**src/rtl/chgs_pkg.sv**
```systemverilog
// shared command and status types for the convex hull core
package chgs_pkg;

    // read port selection for a memory read command
    typedef enum logic [1:0] {
        SRC_PMEM,
        SRC_SMEM,
        SRC_STK
    } t_src;

    // operand register that takes the read data
    typedef enum logic [1:0] {
        DST_NONE,
        DST_BASE,
        DST_A,
        DST_B
    } t_dst;

    // multiplier operation
    typedef enum logic [1:0] {
        MUL_NONE,
        MUL_CROSS,
        MUL_SQA,
        MUL_SQB
    } t_mul;

    typedef struct packed {
        logic load;
        logic rd_en;
        t_src rd_src;
        t_dst rd_dst;
        logic emit;
        logic last;
        t_mul mul;
        logic base_piv;
        logic swr;
        logic swr_piv;
        logic kwr;
        logic clear;
    } t_cmd;

    typedef struct packed {
        logic cross_pos;
        logic cross_zero;
        logic d_less;
        logic d_eq;
    } t_sts;

    // smallest set that goes through the scan
    localparam int unsigned SCAN_MIN = 3;

endpackage

```
**src/rtl/chgs_ctrl.sv**
```systemverilog
// controller: load, angular rank sort, stack scan, hull emission and small-set echo sequencing
module chgs_ctrl
    import chgs_pkg::*;
#(
    parameter int MAX_POINTS = 32
) (
    input  logic                              i_clk,
    input  logic                              i_rst_n,
    input  logic                              i_start,
    input  logic                              i_final,
    output logic                              o_busy,
    input  logic [$clog2(MAX_POINTS+1)-1:0]   i_count,
    input  logic [$clog2(MAX_POINTS)-1:0]     i_piv_idx,
    input  t_sts                              i_sts,
    output t_cmd                              o_cmd,
    output logic [$clog2(MAX_POINTS)-1:0]     o_addr
);

    localparam int IW = $clog2(MAX_POINTS);
    localparam int CW = $clog2(MAX_POINTS + 1);

    // step numbers inside the compare sequences
    localparam logic [2:0] SW_CROSS = 3'd1;
    localparam logic [2:0] SW_SQA   = 3'd2;
    localparam logic [2:0] SW_SQB   = 3'd3;
    localparam logic [2:0] SW_CMP   = 3'd5;
    localparam logic [2:0] BW_READY = 3'd1;
    localparam logic [2:0] KW_CROSS = 3'd2;
    localparam logic [2:0] KW_CHECK = 3'd4;

    typedef enum logic [3:0] {
        S_IDLE,
        S_SETUP,
        S_SORT_I,
        S_SORT_J,
        S_SORT_RUN,
        S_SCAN_LD,
        S_SCAN_WB,
        S_SCAN_TEST,
        S_SCAN_RUN,
        S_EMIT,
        S_ECHO,
        S_DONE
    } t_state;

    t_state        r_state, n_state;
    logic [CW-1:0] r_i, n_i, r_j, n_j, r_k, n_k, r_depth, n_depth;
    logic [IW-1:0] r_rank, n_rank;
    logic [2:0]    r_w, n_w;

    assign o_busy = (r_state != S_IDLE);

    always_comb begin
        n_state = r_state;
        n_i     = r_i;
        n_j     = r_j;
        n_k     = r_k;
        n_depth = r_depth;
        n_rank  = r_rank;
        n_w     = r_w;
        o_cmd   = '0;
        o_addr  = '0;
        case (r_state)
            S_IDLE: begin
                if (i_start) begin
                    o_cmd.load = 1'b1;
                    if (i_final) n_state = S_SETUP;
                end
            end
            S_SETUP: begin
                n_k = '0;
                n_i = '0;
                if (i_count < CW'(SCAN_MIN)) begin
                    n_state = S_ECHO;
                end else begin
                    o_cmd.swr_piv  = 1'b1;
                    o_cmd.base_piv = 1'b1;
                    n_state        = S_SORT_I;
                end
            end
            S_SORT_I: begin
                if (r_i == i_count) begin
                    n_i     = '0;
                    n_depth = '0;
                    n_state = S_SCAN_LD;
                end else if (r_i[IW-1:0] == i_piv_idx) begin
                    n_i = r_i + CW'(1);
                end else begin
                    o_cmd.rd_en  = 1'b1;
                    o_cmd.rd_src = SRC_PMEM;
                    o_cmd.rd_dst = DST_B;
                    o_addr       = r_i[IW-1:0];
                    n_rank       = IW'(1);
                    n_j          = '0;
                    n_state      = S_SORT_J;
                end
            end
            S_SORT_J: begin
                if (r_j == i_count) begin
                    o_cmd.swr = 1'b1;
                    o_addr    = r_rank;
                    n_i       = r_i + CW'(1);
                    n_state   = S_SORT_I;
                end else if (r_j == r_i || r_j[IW-1:0] == i_piv_idx) begin
                    n_j = r_j + CW'(1);
                end else begin
                    o_cmd.rd_en  = 1'b1;
                    o_cmd.rd_src = SRC_PMEM;
                    o_cmd.rd_dst = DST_A;
                    o_addr       = r_j[IW-1:0];
                    n_w          = '0;
                    n_state      = S_SORT_RUN;
                end
            end
            S_SORT_RUN: begin
                n_w = r_w + 3'd1;
                if (r_w == SW_CROSS) o_cmd.mul = MUL_CROSS;
                if (r_w == SW_SQA)   o_cmd.mul = MUL_SQA;
                if (r_w == SW_SQB)   o_cmd.mul = MUL_SQB;
                if (r_w == SW_CMP) begin
                    // point j ranks ahead of point i, equal keys by input order
                    if (i_sts.cross_pos ||
                        (i_sts.cross_zero && i_sts.d_less) ||
                        (i_sts.cross_zero && i_sts.d_eq && (r_j < r_i))) begin
                        n_rank = r_rank + IW'(1);
                    end
                    n_j     = r_j + CW'(1);
                    n_state = S_SORT_J;
                end
            end
            S_SCAN_LD: begin
                if (r_i == i_count) begin
                    n_k     = '0;
                    n_state = S_EMIT;
                end else begin
                    o_cmd.rd_en  = 1'b1;
                    o_cmd.rd_src = SRC_SMEM;
                    o_cmd.rd_dst = DST_B;
                    o_addr       = r_i[IW-1:0];
                    n_w          = '0;
                    n_state      = S_SCAN_WB;
                end
            end
            S_SCAN_WB: begin
                n_w = r_w + 3'd1;
                if (r_w == BW_READY) n_state = S_SCAN_TEST;
            end
            S_SCAN_TEST: begin
                if (r_depth > CW'(1)) begin
                    o_cmd.rd_en  = 1'b1;
                    o_cmd.rd_src = SRC_STK;
                    o_cmd.rd_dst = DST_BASE;
                    o_addr       = IW'(r_depth - CW'(2));
                    n_w          = '0;
                    n_state      = S_SCAN_RUN;
                end else begin
                    o_cmd.kwr = 1'b1;
                    o_addr    = r_depth[IW-1:0];
                    n_depth   = r_depth + CW'(1);
                    n_i       = r_i + CW'(1);
                    n_state   = S_SCAN_LD;
                end
            end
            S_SCAN_RUN: begin
                n_w = r_w + 3'd1;
                if (r_w == 3'd0) begin
                    o_cmd.rd_en  = 1'b1;
                    o_cmd.rd_src = SRC_STK;
                    o_cmd.rd_dst = DST_A;
                    o_addr       = IW'(r_depth - CW'(1));
                end
                if (r_w == KW_CROSS) o_cmd.mul = MUL_CROSS;
                if (r_w == KW_CHECK) begin
                    if (!i_sts.cross_pos) begin
                        // right turn or collinear: pop
                        n_depth = r_depth - CW'(1);
                        n_state = S_SCAN_TEST;
                    end else begin
                        o_cmd.kwr = 1'b1;
                        o_addr    = r_depth[IW-1:0];
                        n_depth   = r_depth + CW'(1);
                        n_i       = r_i + CW'(1);
                        n_state   = S_SCAN_LD;
                    end
                end
            end
            S_EMIT: begin
                if (r_k == r_depth) begin
                    n_state = S_DONE;
                end else begin
                    o_cmd.rd_en  = 1'b1;
                    o_cmd.rd_src = SRC_STK;
                    o_cmd.rd_dst = DST_NONE;
                    o_cmd.emit   = 1'b1;
                    o_cmd.last   = (r_k + CW'(1) == r_depth);
                    o_addr       = r_k[IW-1:0];
                    n_k          = r_k + CW'(1);
                end
            end
            S_ECHO: begin
                if (r_k == i_count) begin
                    n_state = S_DONE;
                end else begin
                    o_cmd.rd_en  = 1'b1;
                    o_cmd.rd_src = SRC_PMEM;
                    o_cmd.rd_dst = DST_NONE;
                    o_cmd.emit   = 1'b1;
                    o_cmd.last   = (r_k + CW'(1) == i_count);
                    o_addr       = r_k[IW-1:0];
                    n_k          = r_k + CW'(1);
                end
            end
            S_DONE: begin
                o_cmd.clear = 1'b1;
                n_depth     = '0;
                n_state     = S_IDLE;
            end
            default: n_state = S_IDLE;
        endcase
    end

    always_ff @(posedge i_clk) begin
        if (!i_rst_n) begin
            r_state <= S_IDLE;
            r_i     <= '0;
            r_j     <= '0;
            r_k     <= '0;
            r_depth <= '0;
            r_rank  <= '0;
            r_w     <= '0;
        end else begin
            r_state <= n_state;
            r_i     <= n_i;
            r_j     <= n_j;
            r_k     <= n_k;
            r_depth <= n_depth;
            r_rank  <= n_rank;
            r_w     <= n_w;
        end
    end

endmodule
```
**config.mk**
```make
export PLATFORM = sky130hd
export DESIGN_NAME = chgs_ctrl
export DESIGN_NICKNAME = d
export VERILOG_FILES = /design/src/rtl/chgs_pkg.sv /design/src/rtl/chgs_ctrl.sv
export SDC_FILE = /design/constraint.sdc
export NUM_CORES = 1
export LEC_CHECK = 0
export BUFFER_PORTS_ARGS = -buffer_cell sky130_fd_sc_hd__buf_4
export CORE_AREA = 2 2 107 109
export DETAILED_ROUTE_END_ITERATION = 16
export DIE_AREA = 0 0 109 111
export PLACE_DENSITY = 0.6
export RECOVER_POWER = 100
export SYNTH_ARGS = -nofsm -noshare
export SYNTH_HDL_FRONTEND = slang
export SYNTH_SLANG_ARGS = --single-unit
```
**constraint.sdc**
```tcl
create_clock -name i_clk -period 3.5 [get_ports i_clk]
set_clock_uncertainty 0.15 [all_clocks]
set_input_delay 0.7 -clock i_clk [delete_from_list [all_inputs] [get_ports i_clk]]
set_output_delay 0.7 -clock i_clk [all_outputs]
set_load 0.005 [all_outputs]
```
==> results_dict.tcl, run 1 <==
set metrics [dict create \
    status "finished clean" \
    fp.dieH_um 111 \
    cts_tree "built" \
    postCtsHoldBufs 0 \
    viasPerCell 5.82 \
    syn_avg_cell_area_um2 7.35 \
    final_area_mm2 0.00436 \
    grt_overflow_total 0 \
    die_w_um 109 \
    fmax_mhz 295 \
    post_cts_buffers 0 \
    ant_nets 0 \
    post-place-ws_ns 0.0465 \
    routed_wirelength_um 12200 \
    dp_hpwl_um 9510 \
    num-nets-final 576 \
    power_uw 1780 \
    drt_pass1_iterations 5 \
    hold_class "flip-flop to flip-flop" \
    grt_max_degree 19 \
    diodes 0 \
    async_reset_ff_frac 0 \
    clockBufferDepth 2 \
    core.rowCount 39 \
    p_per_area_mw_per_mm2 408 \
    yosysSeqAreaShare 0.193 \
    grt_pass1_vias 3693 \
    synth-edff-count 0 \
    coreArea_mm2 0.0111 \
    crit_type "flip-flop to output pin" \
    drive_gt1_frac 0.166 \
    ys_seq_elements 36 \
    drt_iter0_drc 365 \
    synth.top_cells.by_count "nand2_1, nor2_1, a21oi_1" \
    met3_usage 0.0270 \
    syn_area_mm2 0.00374 \
    numClockSinks 36 \
    synthDistinctLibCells 73 \
    dieArea_mm2 0.0121 \
    finalSetupViolCount 0 \
    leakage_uw 0.00177 \
    fill_cells 1140 \
    yosysMostFrequentCell "nand2_1" \
    antenna_found_initial 0 \
    hold_violations 0 \
    setup_ws_ns 0.105 \
    tightest_slew_ns 1.21 \
    drc 0 \
    synth_area_leaders "dfxtp_1, ha_1, xor2_1" \
    synth_nets 549 \
    maxCapViolations 0 \
    place_congestion 0.922 \
    synth_flop_cell "dfxtp_1" \
    grt.total_usage 0.205 \
    clockRootBuffer "clkbuf_16" \
    placed_area_mm2 0.00421 \
    relSlewSlack 0.186 \
    drv_slew 0 \
    startpoint_type "flip-flop" \
    r2r_slack_ns 0.37 \
    num_vias 3955 \
    ir_worst_vdd_uv 180 \
    finalCriticalPeriod_ns 3.40 \
    critPathMaxFanout 8 \
    busiest_layer "met2" \
    cts_made_buffers 5 \
    portBuffers 39 \
    cts.clk_slew.worst_paths_ns 0.06 \
    area_delta_synth_final_pct 16.6 \
    synth_top_area_cell "dfxtp_1" \
    arrival_ns 2.55 \
    grt_pass1_wl_um 19500 \
    wire_per_inst_um 17.9 \
    required_ns 2.65 \
    rsz0062_at_grt "false" \
    fin_tns_setup_ns 0 \
    syn_inst 509 \
    grt_use_met1 0.279 \
    cp-end-kind "output pin" \
    yosys.area.top_type_share 0.193 \
    start_util 0.338 \
    htree_levels 2 \
    grt_util_met2 0.328 \
    ys_warn_count 0 \
    ioPinCount 40 \
    post-route-period-util 0.970 \
    clock_latency_ns 0.28 \
]
## critical path, cell delays in order, from the launching register on
cell	delay, ns
dfxtp_1	0.58
xor2_1	0.14
nor4_2	0.42
a21oi_1	0.14
and2_1	0.25
or4b_1	0.57
buf_4	0.16
## routing by layer
metal / part of all wire / routed length, um
met1: 0.46 / 5570
met2: 0.46 / 5620
met3: 0.057 / 691
met4: 0.026 / 314
met5: 0 / 0
## cells in the final DEF (no fill, tap or decap), drive strengths merged, types with 3 or more instances in the layout
| cell type | Yosys | routed |
|---|---|---|
| a211o | 4 | 4 |
| inv | 23 | 23 |
| nand4 | 10 | 10 |
| buf | 14 | 50 |
| dfxtp | 36 | 36 |
| ha | 21 | 21 |
| a221o | 4 | 4 |
| a22oi | 9 | 9 |
| nor4 | 7 | 7 |
| nor2 | 40 | 40 |
| a221oi | 5 | 5 |
| nand2 | 54 | 54 |
| nand3 | 17 | 17 |
| a21o | 3 | 3 |
| o22ai | 5 | 5 |
| a311oi | 4 | 4 |
| and2 | 6 | 6 |
| a31oi | 5 | 5 |
| nor3 | 11 | 11 |
| nand2b | 11 | 11 |
| or2 | 4 | 4 |
| clkbuf | 29 | 18 |
| or4b | 3 | 3 |
| o21ai | 23 | 23 |
| nor3b | 5 | 5 |
| or4 | 5 | 5 |
| o221ai | 3 | 3 |
| or3 | 10 | 10 |
| a21oi | 38 | 38 |
| o221a | 6 | 6 |
| xor2 | 30 | 30 |
| and3 | 9 | 9 |
| xnor2 | 14 | 14 |
| o21a | 3 | 3 |
| mux2i | 6 | 6 |
## flip-flops by register name, indices dropped and copies added, names as in the netlist
name / count
r_state: 4
r_i: 6
r_k: 6
r_w: 3
r_depth: 6
r_rank: 5
r_j: 6
## cell type report
type                       instances  area [um2]  area share
multi-input combinational        407        2750       0.631
sequential                        36         726       0.166
timing repair buffer              63         450       0.103
tap                              143         179      0.0410
clock buffer                       5         125      0.0287
inverter                          23        86.3      0.0198
clock inverter                     3        42.5     0.00975
## stage by stage
step | std cells | util | hold WS, ns
CTS | 680 | 0.395 | 0.393
detailed placement | 672 | 0.380 | 0.381
global placement | 672 | 0.380 | 0.376
global route | 680 | 0.394 | 0.416
floorplan | 509 | - | 0.328
finish | 680 | 0.394 | 0.385
## path summary, 6_finish.rpt
kind,start,to,cells after the start
worst min-delay path,r_k[5],r_k[5],1
worst min register to register,r_k[5],r_k[5],1
worst max-delay path,r_j[1],o_cmd[13],6
worst max register to register,r_state[2],r_i[1],5
## cell families (layout without fill, tap and decap cells)
group,Yosys count,count (layout),synth area share
xor gates and xnor gates,45,45,0.109
DFF,36,36,0.193
and+or+nand+nor,196,196,0.275
muxes,7,7,0.0191
AOI/OAI and AO/OA,138,138,0.261
adders and majority gates,21,21,0.0702
buffers and inverters,66,94,0.0732
## timing repair
item	CTS	global route
hold endpoints to repair	0	0
setup endpoints to repair	1	5
resized for setup	1	8
gates cloned	0	0
## power breakdown
group,leakage [uW],switching [uW],total (uW),internal [uW]
clock,0.0000798,192,527,335
combinational,0.00140,452,744,292
sequential,0.000292,71.9,508,436
total,0.00177,715,1780,1060
No activity file was read; power rests on OpenSTA's default activity.
==> inputs of run 2 (changes only) <==
==> constraint.sdc (replaced) <==
create_clock -name i_clk -period 3.5 [get_ports i_clk]
set_clock_uncertainty 0.15 [all_clocks]
set_input_delay 0.175 -clock i_clk [delete_from_list [all_inputs] [get_ports i_clk]]
set_output_delay 0.175 -clock i_clk [all_outputs]
set_load 0.005 [all_outputs]
==> run 2 against run 1 <==
Compared with the run above: hold slack lost 0.29 ns; critical path type is now flip-flop to flip-flop; global-route usage fell by 1.3 points; clock power decreased by 11%; die area stayed put; setup slack improved by 0.11 ns; first-iteration DRC count up 0.55%; maximum frequency grew 3.4%; final area decreased by 4.4%; sequential power up 3.9%; via count fell by 2.6%; highest routed layer unchanged; power fell by 6.4%.
==> results_dict.tcl, run 2 (same netlist as run 1, synthesis figures left out) <==
set metrics [dict create \
    placed_cells 652 \
    portBuffers 39 \
    cp-end-kind "flip-flop" \
    fin_tns_setup_ns 0 \
    grt_overflow_total 0 \
    post-route-period-util 0.938 \
    postCtsHoldBufs 0 \
    final_cell_mix "nand2_1, nor2_1, a21oi_1" \
    drc 0 \
    r2r_start "r_i[0]" \
    finalSetupViolCount 0 \
    finalCriticalPeriod_ns 3.28 \
    wire_per_inst_um 17.7 \
    slowest_delay_ns 1.11 \
    clockRootBuffer "clkbuf_16" \
    rsz0062_at_grt "false" \
    area_delta_synth_final_pct 11.4 \
    drt_pass1_iterations 5 \
    crit_type "flip-flop to flip-flop" \
    num_vias 3852 \
    clock_latency_ns 0.29 \
    cts.clk_slew.worst_paths_ns 0.06 \
    drv_slew 0 \
    hold_class "input port to flip-flop" \
    critical-path-slowest-cell "a2111oi_1" \
    status "finished clean" \
    grt.total_usage 0.192 \
    num-nets-final 556 \
    fp.dieH_um 111 \
    startpoint_type "flip-flop" \
    cts_made_buffers 5 \
    die_w_um 109 \
    cts_resized 0 \
    routed_wirelength_um 11700 \
    min_from "i_rst_n" \
    start_util 0.338 \
    final_common_cell "nand2_1" \
    fmax_mhz 305 \
    crit_chain "xor2_1, nor4_2, a21boi_1, a2111oi_1, nand2b_1, a21oi_1" \
    power_uw 1660 \
    worstReg2RegEnd "r_k[1]" \
    drive_gt1_frac 0.122 \
    dp_hpwl_um 9000 \
    grt_max_degree 24 \
    relSlewSlack 0.197 \
    core.rowCount 39 \
    dieArea_mm2 0.0121 \
    p_per_area_mw_per_mm2 399 \
    worstRegToRegCells 6 \
    ioPinCount 40 \
    clockBufferDepth 2 \
    required_ns 3.50 \
    tightest_slew_ns 1.20 \
    htree_levels 2 \
    hold_violations 0 \
    maxCapViolations 0 \
    post_cts_buffers 0 \
    diodes 0 \
    grt_pass1_vias 3477 \
    drt_iter0_drc 367 \
    cts_tree "built" \
    antenna_found_initial 0 \
    leakage_uw 0.00167 \
    place_congestion 0.944 \
    crit_end "r_k[1]" \
    ir_worst_vdd_uv 226 \
    viasPerCell 5.84 \
    arrival_ns 3.28 \
    critPathMaxFanout 8 \
    numClockSinks 36 \
    grt_pass1_wl_um 18500 \
    crit_path_start "r_i[0]" \
    fin_util 0.376 \
    ant_nets 0 \
    fin_cells 660 \
    r2r_slack_ns 0.22 \
    coreArea_mm2 0.0111 \
]
-- run 2: how the worst min path moves through the flow --
stage	to	slack [ns]	cells past startpoint
after CTS	r_depth[2]	0.1	2
after floorplan	r_rank[1]	0.33	2
after global placement	r_i[5]	0.37	2
after global routing	r_depth[2]	0.11	2
after detailed placement	r_i[5]	0.38	2
final	r_depth[2]	0.09	2
-- run 2: report_power, final --
part,switching (uW),internal (uW)
Clock,187,281
Combinational,399,269
Sequential,93.0,435
-- run 2: final cells by class --
class / count / area, um2
clock inverter: 2 / 10.0
inverter: 23 / 86.3
timing repair buffer: 43 / 312
tap: 143 / 179
sequential: 36 / 721
fill: 1169 / 6910
multi-input combinational: 407 / 2720
clock buffer: 6 / 139
-- run 2: critical path, delay by kind of cell (launching register included) --
family	cells	cell delay, ns
XOR/XNOR	1	0.14
AO/OA/AOI/OAI	3	1.49
AND/OR/NAND/NOR	2	0.82
flip-flops	1	0.55
-- run 2: through the flow --
stage	area (um2)	hold slack (ns)	setup slack [ns]
floorplan	3740	0.328	0.934
global placement	4060	0.367	0.705
detailed placement	4060	0.382	0.619
CTS	4210	0.0966	0.392
global route	4170	0.106	0.0779
finish	4170	0.0948	0.216
-- run 2: layer usage --
layer	track usage	up-vias	part of all wire
met5	0	-	0
met4	0.0487	0	0.022
met3	0.0270	20	0.059
met1	0.271	1821	0.46
met2	0.306	146	0.46
li1	-	1865	-
==> inputs of run 3 (changes only) <==
- ABC_AREA: default -> 1
- CAP_MARGIN: default -> 40
- CORE_AREA: 2 2 107 109 -> 2 2 110 112
- DIE_AREA: 0 0 109 111 -> 0 0 112 114
==> run 3 against run 2 <==
Compared with the run above: critical path depth grew 4; final cell count increased by 29%; final area is 6.2% higher; flip-flop and latch count unchanged; register-to-register slack improved by 0.50 ns; setup slack better by 0.48 ns; hold slack got worse by 0.030 ns; synthesized area up 6.4%; die area rose by 5.5%; largest power group unchanged.
==> results_dict.tcl, run 3 <==
set metrics [dict create \
    synthXorXnorAreaFrac 0.0550 \
    viasPerCell 5.16 \
    drt_iter0_drc 420 \
    relSlewSlack 0.504 \
    fin_cells 853 \
    syn_inst 668 \
    synthDistinctLibCells 40 \
    setup_ws_ns 0.697 \
    hold_violations 0 \
    grt_pass1_vias 4102 \
    synth-simple-area-share 0.478 \
    drt_pass1_iterations 5 \
    ir_worst_vdd_uv 237 \
    power_uw 3070 \
    synth_nets 708 \
    whs_ns 0.0644 \
    grt_max_degree 16 \
    yosysSeqAreaShare 0.181 \
    hold_class "input port to flip-flop" \
    dieArea_mm2 0.0128 \
    synth-edff-count 0 \
    synth_area_leaders "nand2_1, dfxtp_1, ha_1" \
    diodes 0 \
    crit_type "flip-flop to output pin" \
    status "finished clean" \
    antenna_found_initial 0 \
    fin_tns_setup_ns 0 \
    die_w_um 112 \
    p_per_area_mw_per_mm2 693 \
    routed_wirelength_um 13100 \
    yosys.area.top_type_share 0.202 \
    postCtsHoldBufs 0 \
    drc 0 \
    finalCriticalPeriod_ns 2.80 \
    post-route-period-util 0.801 \
    fill_cells 1351 \
    fp.dieH_um 114 \
    num_vias 4403 \
    maxCapViolations 0 \
    start_util 0.340 \
    finalSetupViolCount 0 \
    drv_slew 0 \
    area_delta_synth_final_pct 11.2 \
    drive_gt1_frac 0.122 \
    clockRootBuffer "clkbuf_16" \
    tightest_slew_ns 0.741 \
    synthAdderAreaFrac 0.0660 \
    final_common_cell "nand2_1" \
    startpoint_type "flip-flop" \
    final_cell_mix "nand2_1, nor2_1, inv_1" \
    async_reset_ff_frac 0 \
    core.rowCount 40 \
    syn_avg_cell_area_um2 5.96 \
    required_ns 3.17 \
    ant_nets 0 \
    dp_hpwl_um 10500 \
    post-place-ws_ns 1.13 \
    coreArea_mm2 0.0117 \
    synth_top_area_cell "nand2_1" \
    rsz0062_at_grt "false" \
    grt_overflow_total 0 \
    placed_cells 845 \
    synth_flop_cell "dfxtp_1" \
    grt.total_usage 0.207 \
    fmax_mhz 357 \
    place_congestion 0.959 \
    synth-compound-area-share 0.122 \
    clock_latency_ns 0.29 \
    post_cts_buffers 0 \
    critPathMaxFanout 10 \
    synth_top_family_by_area "simple AND/OR/NAND/NOR gates" \
    cts.clk_slew.worst_paths_ns 0.06 \
    yosysMostFrequentCell "nand2_1" \
    wire_per_inst_um 15.3 \
    ioPinCount 40 \
    ys_seq_elements 36 \
    synth.mux.area_fraction 0 \
    num-nets-final 745 \
    syn_area_mm2 0.00398 \
    clockBufferDepth 2 \
    ys_warn_count 0 \
    cts_tree "built" \
    synth.top_cells.by_count "nand2_1, inv_1, nor2_1" \
    portBuffers 39 \
    numClockSinks 36 \
    grt_pass1_wl_um 21200 \
    cts_resized 0 \
    regArea_um2 721 \
    arrival_ns 2.48 \
    leakage_uw 0.00212 \
    cp-end-kind "output pin" \
    htree_levels 2 \
    multi_input_area_mm2 0.00275 \
    cts_made_buffers 5 \
]
==> run 3: area by class of cell <==
class	count	area share
inverter	85	0.0727
clock buffer	6	0.0314
tap	147	0.0416
multi-input combinational	537	0.621
timing repair buffer	40	0.0687
clock inverter	2	0.00226
sequential	36	0.163
==> run 3: per-layer routing <==
layer  share of wire  GRT usage
met5               0          0
met4           0.032     0.0797
met3           0.056     0.0303
met2            0.45      0.335
met1            0.46      0.279
==> run 3: worst max-delay path, stage by stage, from the launching register on <==
cell      delay, ns
dfxtp_1        0.51
inv_1          0.14
nand2_1        0.08
nand2_1        0.07
nor2_1         0.17
nand3_1        0.32
nand3_1        0.25
nand2_1        0.20
nor2_1         0.19
nand3_1        0.11
clkbuf_4       0.15
==> run 3: stage by stage <==
| step | instance area [um2] | util |
|---|---|---|
| 2_1_floorplan | 3980 | - |
| 3_3_place_gp | 4390 | 0.375 |
| 3_5_place_dp | 4410 | 0.376 |
| 4_1_cts | 4560 | 0.389 |
| 5_1_grt | 4430 | 0.378 |
| 6_report | 4430 | 0.378 |
==> run 3: power by group <==
group          leakage, uW  switching [uW]  total, uW  internal, uW
sequential        0.000293             169        678           508
combinational      0.00176            1250       1920           667
clock            0.0000766             191        472           281
total              0.00212            1610       3070          1460
==> run 3: worst paths after layout <==
kind / startpoint / endpoint / slack, ns / cells past startpoint
hold reg to reg: r_w[1] / r_w[1] / 0.36 / 2
setup reg to reg: r_state[2] / r_j[2] / 0.72 / 9
hold / removal: i_rst_n / r_rank[3] / 0.06 / 3
setup / recovery: r_i[1] / o_cmd[13] / 0.70 / 10
==> run 3: kinds of logic after synthesis <==
kind of cell	after synthesis
simple gates	399
compound gates	92
xor+xnor	25
fa+ha+maj	21
buf+inv	95
flops	36
